==> src/hdl/pnq_pkg.sv <==
package pnq_pkg;

  localparam int COEF_FRAC_BITS_DEF = 16;

  localparam int PIX_W      = 8;
  localparam int OUT_W      = 8;
  localparam int SCALE_W    = 17;
  localparam int BIAS_W     = 24;
  localparam int SHIFT_W    = 3;
  localparam int CFG_IDX_W  = 3;
  localparam int CFG_DATA_W = 24;
  localparam int NUM_CHAN   = 3;

  // Multiply, add bias, shift and fold sign, saturate.
  localparam int NUM_STAGES = 4;

  typedef enum logic [CFG_IDX_W-1:0] {
    REG_SCALE_CH0 = 3'd0,
    REG_SCALE_CH1 = 3'd1,
    REG_SCALE_CH2 = 3'd2,
    REG_BIAS_CH0  = 3'd3,
    REG_BIAS_CH1  = 3'd4,
    REG_BIAS_CH2  = 3'd5,
    REG_FRAC_SHIFT = 3'd6
  } cfg_reg_e;

  localparam logic [SCALE_W-1:0]       SCALE_CH0_RST  = 17'd1122;
  localparam logic [SCALE_W-1:0]       SCALE_CH1_RST  = 17'd1147;
  localparam logic [SCALE_W-1:0]       SCALE_CH2_RST  = 17'd1142;
  localparam logic signed [BIAS_W-1:0] BIAS_CH0_RST   = -24'sd138799;
  localparam logic signed [BIAS_W-1:0] BIAS_CH1_RST   = -24'sd133413;
  localparam logic signed [BIAS_W-1:0] BIAS_CH2_RST   = -24'sd118256;
  localparam logic [SHIFT_W-1:0]       FRAC_SHIFT_RST = 3'd0;

  typedef struct packed {
    logic [NUM_STAGES-1:0] en;
  } pnq_ctrl_t;

endpackage

==> src/hdl/pnq_pix_in_if.sv <==
interface pnq_pix_in_if;
  import pnq_pkg::*;

  logic             valid;
  logic             ready;
  logic [PIX_W-1:0] chan0_in;
  logic [PIX_W-1:0] chan1_in;
  logic [PIX_W-1:0] chan2_in;

  modport source (output valid, chan0_in, chan1_in, chan2_in, input ready);
  modport sink   (input valid, chan0_in, chan1_in, chan2_in, output ready);
endinterface

==> src/hdl/pnq_pix_out_if.sv <==
interface pnq_pix_out_if;
  import pnq_pkg::*;

  logic                    valid;
  logic                    ready;
  logic signed [OUT_W-1:0] chan0_out;
  logic signed [OUT_W-1:0] chan1_out;
  logic signed [OUT_W-1:0] chan2_out;

  modport source (output valid, chan0_out, chan1_out, chan2_out, input ready);
  modport sink   (input valid, chan0_out, chan1_out, chan2_out, output ready);
endinterface

==> src/hdl/pixel_normalize_quantize_int8_core.sv <==
// Channel   Dir  Handshake     Payload
// pix_in    in   valid/ready   chan0_in, chan1_in, chan2_in (8 bit unsigned)
// pix_out   out  valid/ready   chan0_out, chan1_out, chan2_out (8 bit signed)
// cfg       in   cfg_we        cfg_index (3 bit), cfg_data (24 bit)
//
// Each request passes the pipeline stages multiply, bias add, shift with sign
// fold, saturate. One request enters per cycle while pix_in.ready is high.
// rst is synchronous; it empties the pipeline and loads the default coefficients.
// When pix_out stalls, stages fill up behind the output register and pix_in
// drops ready only once all four stages hold a request.
module pixel_normalize_quantize_int8_core #(
  parameter int COEF_FRAC_BITS = pnq_pkg::COEF_FRAC_BITS_DEF
) (
  input  logic                         clk,
  input  logic                         rst,
  input  logic                         cfg_we,
  input  logic [pnq_pkg::CFG_IDX_W-1:0]  cfg_index,
  input  logic [pnq_pkg::CFG_DATA_W-1:0] cfg_data,
  pnq_pix_in_if.sink                   pix_in,
  pnq_pix_out_if.source                pix_out
);
  import pnq_pkg::*;

  logic [SCALE_W-1:0]       scale [NUM_CHAN];
  logic signed [BIAS_W-1:0] bias  [NUM_CHAN];
  logic [SHIFT_W-1:0]       frac_shift;
  pnq_ctrl_t                ctrl;

  always_ff @(posedge clk) begin
    if (rst) begin
      scale[0]   <= SCALE_CH0_RST;
      scale[1]   <= SCALE_CH1_RST;
      scale[2]   <= SCALE_CH2_RST;
      bias[0]    <= BIAS_CH0_RST;
      bias[1]    <= BIAS_CH1_RST;
      bias[2]    <= BIAS_CH2_RST;
      frac_shift <= FRAC_SHIFT_RST;
    end else if (cfg_we) begin
      case (cfg_reg_e'(cfg_index))
        REG_SCALE_CH0:  scale[0]   <= cfg_data[SCALE_W-1:0];
        REG_SCALE_CH1:  scale[1]   <= cfg_data[SCALE_W-1:0];
        REG_SCALE_CH2:  scale[2]   <= cfg_data[SCALE_W-1:0];
        REG_BIAS_CH0:   bias[0]    <= signed'(cfg_data[BIAS_W-1:0]);
        REG_BIAS_CH1:   bias[1]    <= signed'(cfg_data[BIAS_W-1:0]);
        REG_BIAS_CH2:   bias[2]    <= signed'(cfg_data[BIAS_W-1:0]);
        REG_FRAC_SHIFT: frac_shift <= cfg_data[SHIFT_W-1:0];
        default: ;
      endcase
    end
  end

  pnq_ctrl u_ctrl (
    .clk       (clk),
    .rst       (rst),
    .in_valid  (pix_in.valid),
    .in_ready  (pix_in.ready),
    .out_valid (pix_out.valid),
    .out_ready (pix_out.ready),
    .ctrl      (ctrl)
  );

  pnq_lane #(.COEF_FRAC_BITS(COEF_FRAC_BITS)) u_lane0 (
    .clk        (clk),
    .ctrl       (ctrl),
    .pix        (pix_in.chan0_in),
    .scale      (scale[0]),
    .bias       (bias[0]),
    .frac_shift (frac_shift),
    .q          (pix_out.chan0_out)
  );

  pnq_lane #(.COEF_FRAC_BITS(COEF_FRAC_BITS)) u_lane1 (
    .clk        (clk),
    .ctrl       (ctrl),
    .pix        (pix_in.chan1_in),
    .scale      (scale[1]),
    .bias       (bias[1]),
    .frac_shift (frac_shift),
    .q          (pix_out.chan1_out)
  );

  pnq_lane #(.COEF_FRAC_BITS(COEF_FRAC_BITS)) u_lane2 (
    .clk        (clk),
    .ctrl       (ctrl),
    .pix        (pix_in.chan2_in),
    .scale      (scale[2]),
    .bias       (bias[2]),
    .frac_shift (frac_shift),
    .q          (pix_out.chan2_out)
  );
endmodule

==> src/hdl/pnq_ctrl.sv <==
module pnq_ctrl (
  input  logic               clk,
  input  logic               rst,
  input  logic               in_valid,
  output logic               in_ready,
  output logic               out_valid,
  input  logic               out_ready,
  output pnq_pkg::pnq_ctrl_t ctrl
);
  import pnq_pkg::*;

  logic [NUM_STAGES-1:0] valid;

  // A stage may load when it is empty or when its content moves on this cycle.
  always_comb begin
    ctrl.en[NUM_STAGES-1] = !valid[NUM_STAGES-1] || out_ready;
    for (int i = NUM_STAGES - 2; i >= 0; i--) begin
      ctrl.en[i] = !valid[i] || ctrl.en[i+1];
    end
  end

  always_ff @(posedge clk) begin
    if (rst) begin
      valid <= '0;
    end else begin
      if (ctrl.en[0]) begin
        valid[0] <= in_valid;
      end
      for (int i = 1; i < NUM_STAGES; i++) begin
        if (ctrl.en[i]) begin
          valid[i] <= valid[i-1];
        end
      end
    end
  end

  assign in_ready  = ctrl.en[0];
  assign out_valid = valid[NUM_STAGES-1];
endmodule

==> src/hdl/pnq_lane.sv <==
module pnq_lane #(
  parameter int COEF_FRAC_BITS = pnq_pkg::COEF_FRAC_BITS_DEF
) (
  input  logic                             clk,
  input  pnq_pkg::pnq_ctrl_t               ctrl,
  input  logic [pnq_pkg::PIX_W-1:0]        pix,
  input  logic [pnq_pkg::SCALE_W-1:0]      scale,
  input  logic signed [pnq_pkg::BIAS_W-1:0] bias,
  input  logic [pnq_pkg::SHIFT_W-1:0]      frac_shift,
  output logic signed [pnq_pkg::OUT_W-1:0] q
);
  import pnq_pkg::*;

  localparam int PROD_W = PIX_W + SCALE_W;
  localparam int ACC_W  = PROD_W + 2;
  localparam int MAG_W  = ACC_W + (2 ** SHIFT_W) - 1;
  localparam int IP_W   = MAG_W - COEF_FRAC_BITS;

  logic [PROD_W-1:0]       prod_q;
  logic signed [ACC_W-1:0] acc_q;
  logic signed [MAG_W-1:0] scaled;
  logic [MAG_W-1:0]        mag;
  logic                    neg_q;
  logic [IP_W-1:0]         ip_q;
  logic signed [OUT_W-1:0] sat;

  always_ff @(posedge clk) begin
    if (ctrl.en[0]) begin
      prod_q <= PROD_W'(pix) * PROD_W'(scale);
    end
  end

  always_ff @(posedge clk) begin
    if (ctrl.en[1]) begin
      acc_q <= signed'(ACC_W'(prod_q)) + ACC_W'(bias);
    end
  end

  // Truncation toward zero: take the integer part of the magnitude.
  always_comb begin
    scaled = MAG_W'(acc_q) <<< frac_shift;
    mag    = scaled[MAG_W-1] ? MAG_W'(-scaled) : MAG_W'(scaled);
  end

  always_ff @(posedge clk) begin
    if (ctrl.en[2]) begin
      neg_q <= scaled[MAG_W-1];
      ip_q  <= mag[MAG_W-1:COEF_FRAC_BITS];
    end
  end

  always_comb begin
    if (neg_q) begin
      sat = (ip_q >= IP_W'(128)) ? -8'sd128 : signed'(~ip_q[OUT_W-1:0] + 8'd1);
    end else begin
      sat = (ip_q >= IP_W'(127)) ? 8'sd127 : signed'(ip_q[OUT_W-1:0]);
    end
  end

  always_ff @(posedge clk) begin
    if (ctrl.en[3]) begin
      q <= sat;
    end
  end
endmodule

==> src/flat_wrapper.sv <==
// flat-port wrapper written by rule: the top's interface ports become plain ports
module pixel_normalize_quantize_int8_core_flat import pnq_pkg::*;
#(
  parameter int COEF_FRAC_BITS = pnq_pkg::COEF_FRAC_BITS_DEF
)
  (clk, rst, cfg_we, cfg_index, cfg_data, pix_in_valid, pix_in_chan0_in, pix_in_chan1_in, pix_in_chan2_in, pix_in_ready, pix_out_valid, pix_out_chan0_out, pix_out_chan1_out, pix_out_chan2_out, pix_out_ready);
  pnq_pix_in_if pix_in_i ();
  pnq_pix_out_if pix_out_i ();
  input  logic clk;
  input  logic rst;
  input  logic cfg_we;
  input  logic [pnq_pkg::CFG_IDX_W-1:0] cfg_index;
  input  logic [pnq_pkg::CFG_DATA_W-1:0] cfg_data;
  input wire logic [$bits(pix_in_i.valid)-1:0] pix_in_valid;
  input wire logic [$bits(pix_in_i.chan0_in)-1:0] pix_in_chan0_in;
  input wire logic [$bits(pix_in_i.chan1_in)-1:0] pix_in_chan1_in;
  input wire logic [$bits(pix_in_i.chan2_in)-1:0] pix_in_chan2_in;
  output wire logic [$bits(pix_in_i.ready)-1:0] pix_in_ready;
  output wire logic [$bits(pix_out_i.valid)-1:0] pix_out_valid;
  output wire logic [$bits(pix_out_i.chan0_out)-1:0] pix_out_chan0_out;
  output wire logic [$bits(pix_out_i.chan1_out)-1:0] pix_out_chan1_out;
  output wire logic [$bits(pix_out_i.chan2_out)-1:0] pix_out_chan2_out;
  input wire logic [$bits(pix_out_i.ready)-1:0] pix_out_ready;
  assign pix_in_i.valid = pix_in_valid;
  assign pix_in_i.chan0_in = pix_in_chan0_in;
  assign pix_in_i.chan1_in = pix_in_chan1_in;
  assign pix_in_i.chan2_in = pix_in_chan2_in;
  assign pix_in_ready = pix_in_i.ready;
  assign pix_out_valid = pix_out_i.valid;
  assign pix_out_chan0_out = pix_out_i.chan0_out;
  assign pix_out_chan1_out = pix_out_i.chan1_out;
  assign pix_out_chan2_out = pix_out_i.chan2_out;
  assign pix_out_i.ready = pix_out_ready;
  pixel_normalize_quantize_int8_core #(.COEF_FRAC_BITS(COEF_FRAC_BITS)) u_core (.clk(clk), .rst(rst), .cfg_we(cfg_we), .cfg_index(cfg_index), .cfg_data(cfg_data), .pix_in(pix_in_i), .pix_out(pix_out_i));
endmodule
==> config.mk <==
export PLATFORM = sky130hd
export DESIGN_NAME = pixel_normalize_quantize_int8_core_flat
export DESIGN_NICKNAME = d
export VERILOG_FILES = /design/src/hdl/pnq_pkg.sv /design/src/hdl/pnq_pix_in_if.sv /design/src/hdl/pnq_pix_out_if.sv /design/src/hdl/pixel_normalize_quantize_int8_core.sv /design/src/hdl/pnq_ctrl.sv /design/src/hdl/pnq_lane.sv /design/src/flat_wrapper.sv
export SDC_FILE = /design/constraint.sdc
export NUM_CORES = 2
export LEC_CHECK = 0
export ABC_AREA = 1
export BUFFER_PORTS_ARGS = -buffer_cell sky130_fd_sc_hd__buf_2
export CAP_MARGIN = 20
export CORE_MARGIN = 2
export CORE_UTILIZATION = 40
export DETAILED_ROUTE_END_ITERATION = 12
export PLACE_DENSITY = 0.63
export SETUP_SLACK_MARGIN = 0.1
export SLEW_MARGIN = 10
export SYNTH_ARGS = -nofsm -noshare
export SYNTH_HDL_FRONTEND = slang
export SYNTH_SLANG_ARGS = --single-unit
==> constraint.sdc <==
create_clock -name clk -period 7.6 [get_ports clk]
set_input_delay 0.38 -clock clk [delete_from_list [all_inputs] [get_ports clk]]
set_output_delay 0.38 -clock clk [all_outputs]
set_load 0.05 [all_outputs]
# ---- Yosys cells after proc, flatten, opt, wreduce, memory -nomap -nowiden
# Memories as Yosys holds them, arrays and structs flattened.
# Index checks and enable logic that the tools add are counted.
dict set report word_totals {
  ff_bits 244
  latchBits 0
  ramBits 123
  rom_bits 0
  in_bits 56
  output_inout_bits 26
  memories 2
}
# name depth word_bits read_ports rd_clocked_by_memory_dff wr line_no
set mem_list {}
lappend mem_list {u_core.bias 3 24 3 0 3 pixel_normalize_quantize_int8_core.sv:25} ;# logic signed [BIAS_W-1:0] bias [NUM_CHAN];
lappend mem_list {u_core.scale 3 17 3 0 3 pixel_normalize_quantize_int8_core.sv:24} ;# logic [SCALE_W-1:0] scale [NUM_CHAN];
dict set report classes {
  n_addsub 9
  n_mul 3
  n_div 0
  order_cmp 6
  n_eq_ne 6
  n_shift 3
  muxes 44
  n_bitwise 9
  reduce_logical 10
}
# cell count
set op_table {}
lappend op_table {{34-bit negator} 3}
lappend op_table {{27-bit by 3-bit <<< shifter with 34-bit output} 3}
lappend op_table {{33-bit 2-to-1 mux} 3}
lappend op_table {{26-bit by 24-bit adder with 27-bit output} 3}
lappend op_table {{8-bit by 17-bit multiplier with 25-bit output} 3}
lappend op_table {{24-bit 2-to-1 mux} 3}
lappend op_table {{8-bit 2-to-1 mux} 9}
lappend op_table {{18-bit by 7-bit greater-or-equal comparator with 1-bit output, second input constant} 3}
lappend op_table {{18-bit by 8-bit greater-or-equal comparator with 1-bit output, second input constant} 3}
lappend op_table {{17-bit 2-to-1 mux} 3}
lappend op_table {{1-bit 2-to-1 mux} 26}
lappend op_table {{8-bit by 1-bit adder with 8-bit output, second input constant} 3}
lappend op_table {{8-bit NOT} 3}
lappend op_table {{3-bit equality test, second input constant} 3}
lappend op_table {{3-bit by 2-bit equality test with 1-bit output, second input constant} 2}
lappend op_table {{1-bit OR} 6}
lappend op_table {{1-bit logical NOT} 4}
lappend op_table {{1-bit logical OR} 4}
lappend op_table {{3-bit by 1-bit equality test with 1-bit output, second input constant} 1}
lappend op_table {{3-bit logical NOT} 1}
lappend op_table {{2-bit AND reduction} 1}

# ---- Depth between registers and ports, before layout
dict set report logic_depth {
  depth_word 6
  mapped_depth 23
  ltp_nobuf 21
}

# ---- Hierarchy
# A second synthesis with hierarchy kept.
dict set report hier_totals {
  hier_cells 4974
  hier_area_um2 37368.3
}
# module instances cells_each area_each_um2
set modules_own_cells {}
lappend modules_own_cells {{pnq_lane at u_core.u_lane0} 1 1559 11008.1}
lappend modules_own_cells {{pnq_lane at u_core.u_lane1} 1 1578 10971.8}
lappend modules_own_cells {{pnq_lane at u_core.u_lane2} 1 1561 10919.2}
lappend modules_own_cells {pixel_normalize_quantize_int8_core 1 257 4314.1}
lappend modules_own_cells {pnq_ctrl 1 19 155.1}

# ---- Worst setup path after synthesis
# OpenSTA, ideal clock, no wires.
dict set report synth_path {
  path_kind {register to register}
  start {reg u_core.u_ctrl.valid[3]}
  end {reg u_core.u_lane0.prod_q[0] (enable)}
  setup_ns 0.452
  arrival_time_ns 4.535
  required_ns 7.148
  setup_slack_ns 2.613
  path_stages_with_launch 8
  path_buffers 0
  period_less_slack_ns 4.987
  cell_sequence {dfxtp_1 -> inv_1 -> nor2_1 -> inv_1 -> nor2_1 -> inv_1 -> nor2_1 -> nand2_1}
}
# item line_no
set synth_lines {}
lappend synth_lines {{start: declaration} pnq_ctrl.sv:12} ;# logic [NUM_STAGES-1:0] valid;
lappend synth_lines {{start signal: indexed assignment} pnq_ctrl.sv:31} ;# valid[i] <= valid[i-1];
lappend synth_lines {{end signal: assignment} pnq_lane.sv:29} ;# prod_q <= PROD_W'(pix) * PROD_W'(scale);
lappend synth_lines {{end: declaration} pnq_lane.sv:19} ;# logic [PROD_W-1:0] prod_q;

==> qor.yml <==
grt_pass1_wl_um: 152000
final_nets: 5442
cts-root-buf: "clkbuf_16"
irDropWorstVdd_mv: 0.187
worst_pin_slew_ns: 1.04
grt_usage: 0.199
core.rowCount: 111
dp.cells: 6036
cts_tree: "yes"
cts_buffer_depth: 3
place_congestion: 0.927
end_kind: "register"
swShare: 0.480
synth_top_area_share: 0.294
grt_max_degree: 102
grt_pass1_vias: 29000
antenna_found_initial: 2
vias_per_cell: 4.90
crit_fanout: 8
fin_tns_setup_ns: 0
cts_buffers: 41
rr_worst_depth: 14
place_area_um2: 37900
fp.coreArea_um2: 91400
syn_avg_cell_area_um2: 7.44
seq_area_um2: 11000
final_core_util: 0.430
synth_largest_area_cell: "edfxtp_1"
path_depth: 14
period_share: 0.619
cap_violations: 0
fin_area_um2: 39300
ys_types: 41
fp.dieW_um: 307
ios: 82
finalHoldViolCount: 0
synth_flop_cell: "edfxtp_1"
max_freq_ghz: 0.212
drtIter0Drc: 2062
clkPwrFrac: 0.134
crit_family: "adder cells"
cts_htree_levels: 2
gr-total-overflow: 0
yosysWarnings: 0
async_reset_ff_frac: 0
p_per_area_nw_per_um2: 376
worstSetupPathType: "reg -> reg"
cp.buffers_inverters: 3
postRouteAntennaNets: 0
port_buffers: 81
cp-endpoint: "u_core.u_lane0.prod_q[16]"
final_cell_count_no_fill: 6111
path_common_cell: "fa_1"
path_cells: "nand2_1 > inv_1 > fa_1 > fa_1 > fa_1 > inv_1 > fa_1 > inv_1 > ha_1 > a21o_1 > a31oi_1 > nand3_1 > a21oi_1 > xor2_1"
post_cts_buffers: 0
synth_cells: 4941
clock_sinks: 367
fin_skew_ns: 0.0102
setup_violations: 0
num_vias: 29900
detailedPlacementHpwl_um: 75500
totalPowerFinal_mw: 14.8
r2r_start: "u_core.scale[0][4]"
layout_commonest_cell: "nand2_1"
wl_per_cell_um: 15.2
leakage_nw: 21.1
finalMaxSlewViolations: 0
rsz0062_at_grt: "false"
crit_required_ns: 7.90
outcome: "complete, no violations"
ctsResizeCount: 0
synth_area_leaders: "edfxtp_1, nand2_1, fa_1"
startpoint_type: "register"
syn-cell-area_um2: 36800
ys_ff_latch: 367
n_antenna_cell: 0
final_cell_mix: "nand2_1, inv_1, nand3_1, edfxtp_1, nor2_1"
arrival_ns: 5.01
die_height_um: 307
ys_seq_area_frac: 0.298
drive_gt1_frac: 0.0384
hold_buffers: 0
p_int_mw: 7.68
dieArea_um2: 94400
fillers: 9293
final.min_clock_period_ns: 4.71
cp_slowest_cell: "fa_1"
initial_utilization: 0.402
r2r_end: "u_core.u_lane0.prod_q[16]"
multiInputGateArea_um2: 21600
seqPwrFrac: 0.259
clk_pin_slew_worst_paths_ns: 0.06
hold_path_class: "in -> reg"
synth_edf_count: 360
synthesis.nets: 5489
drc_errors: 0
insertion_delay_ns: 0.56
slew_headroom: 0.304
cpPeakStageDelay_ns: 0.57
area_growth_pct: 6.82
reg2reg_slack_ns: 2.89
power_frac_comb: 0.607
p_switching_mw: 7.10
dr.pass1.iters: 8
wirelength_um: 92900
cp-startpoint: "u_core.scale[0][4]"
stage by stage:
stage | setup slack, ns | hold slack [ns]
2_1_floorplan | 2.61 | 0.430
3_3_place_gp | 2.77 | 0.442
3_5_place_dp | 2.80 | 0.447
4_1_cts | 2.88 | 0.0416
5_1_grt | 2.58 | 0.0691
6_report | 2.89 | 0.0671
cell type report:
class,count,area share
Multi-Input combinational cell,3479,0.549
Sequential cell,367,0.279
Inverter,912,0.0873
Tap cell,1186,0.0378
Clock buffer,50,0.0283
Timing Repair Buffer,93,0.0131
Clock inverter,24,0.00605
tightest hold or removal path, delay by kind of cell:
family                 cells  cell delay [ns]
buffers and inverters      2             0.14
AOI/OAI and AO/OA          1             0.05
synth_stat cells (31+ instances only):
cell      instances
buf_2            38
nor3_1           44
a21oi_1         155
nor2_1          335
inv_1           908
xor2_1          107
nand2_1        1642
ha_1            219
a21o_1           31
edfxtp_1        360
nand3_1         407
clkbuf_1        118
o21ai_0          95
fa_1            273
routing by layer:
metal / part of all wire / GRT usage / vias to the layer above
met3: 0.053 / 0.0248 / 127
met4: 0.022 / 0.0463 / 0
met2: 0.44 / 0.322 / 708
met1: 0.48 / 0.284 / 13800
met5: 0 / 0 / -
li1: - / - / 15300
worst min-delay path by stage:
stage,startpoint,endpoint,slack [ns],depth (start not counted)
finish,pix_in_valid,u_core.u_ctrl.valid[0],0.07,3
global route,pix_in_valid,u_core.u_ctrl.valid[0],0.07,3
CTS,pix_in_valid,u_core.u_ctrl.valid[0],0.04,3
detailed placement,u_core.u_ctrl.valid[2],u_core.u_ctrl.valid[3],0.45,2
global placement,u_core.u_ctrl.valid[2],u_core.u_ctrl.valid[3],0.44,2
floorplan,u_core.u_ctrl.valid[1],u_core.u_ctrl.valid[2],0.43,2
cells by family (layout without fill, tap and decap cells):
family | after synthesis | in the layout | synth area share
compound gates | 360 | 360 | 0.0564
flops | 367 | 367 | 0.298
xor+xnor | 136 | 136 | 0.0324
fa+ha+maj | 492 | 492 | 0.223
buf+inv | 1095 | 1079 | 0.116
simple gates | 2491 | 2491 | 0.274
power by group through the flow:
stage	logic, mW	registers, mW	clock network, mW
2_1_floorplan	6.63	3.86	0
3_3_place_gp	8.84	3.87	0
3_5_place_dp	8.88	3.88	0
4_1_cts	8.93	3.85	2.04
5_1_grt	10.3	3.91	2.13
6_report	8.97	3.83	1.99
sequential cells by signal (all words and copies together), names as in the netlist:
signal and cells:
u_core.bias 72, u_core.scale 51, u_core.u_lane0.acc_q 27, u_core.u_lane1.acc_q 27
u_core.u_lane2.acc_q 27, u_core.u_lane0.prod_q 25, u_core.u_lane1.prod_q 25, u_core.u_lane2.prod_q 25
u_core.u_lane0.ip_q 18, u_core.u_lane1.ip_q 18, u_core.u_lane2.ip_q 18, u_core.u_lane0.q 8
u_core.u_lane1.q 8, u_core.u_lane2.q 8, u_core.u_ctrl.valid 4, u_core.frac_shift 3
u_core.u_lane0.neg_q 1, u_core.u_lane1.neg_q 1, u_core.u_lane2.neg_q 1
(Power assumes the default switching activity.)
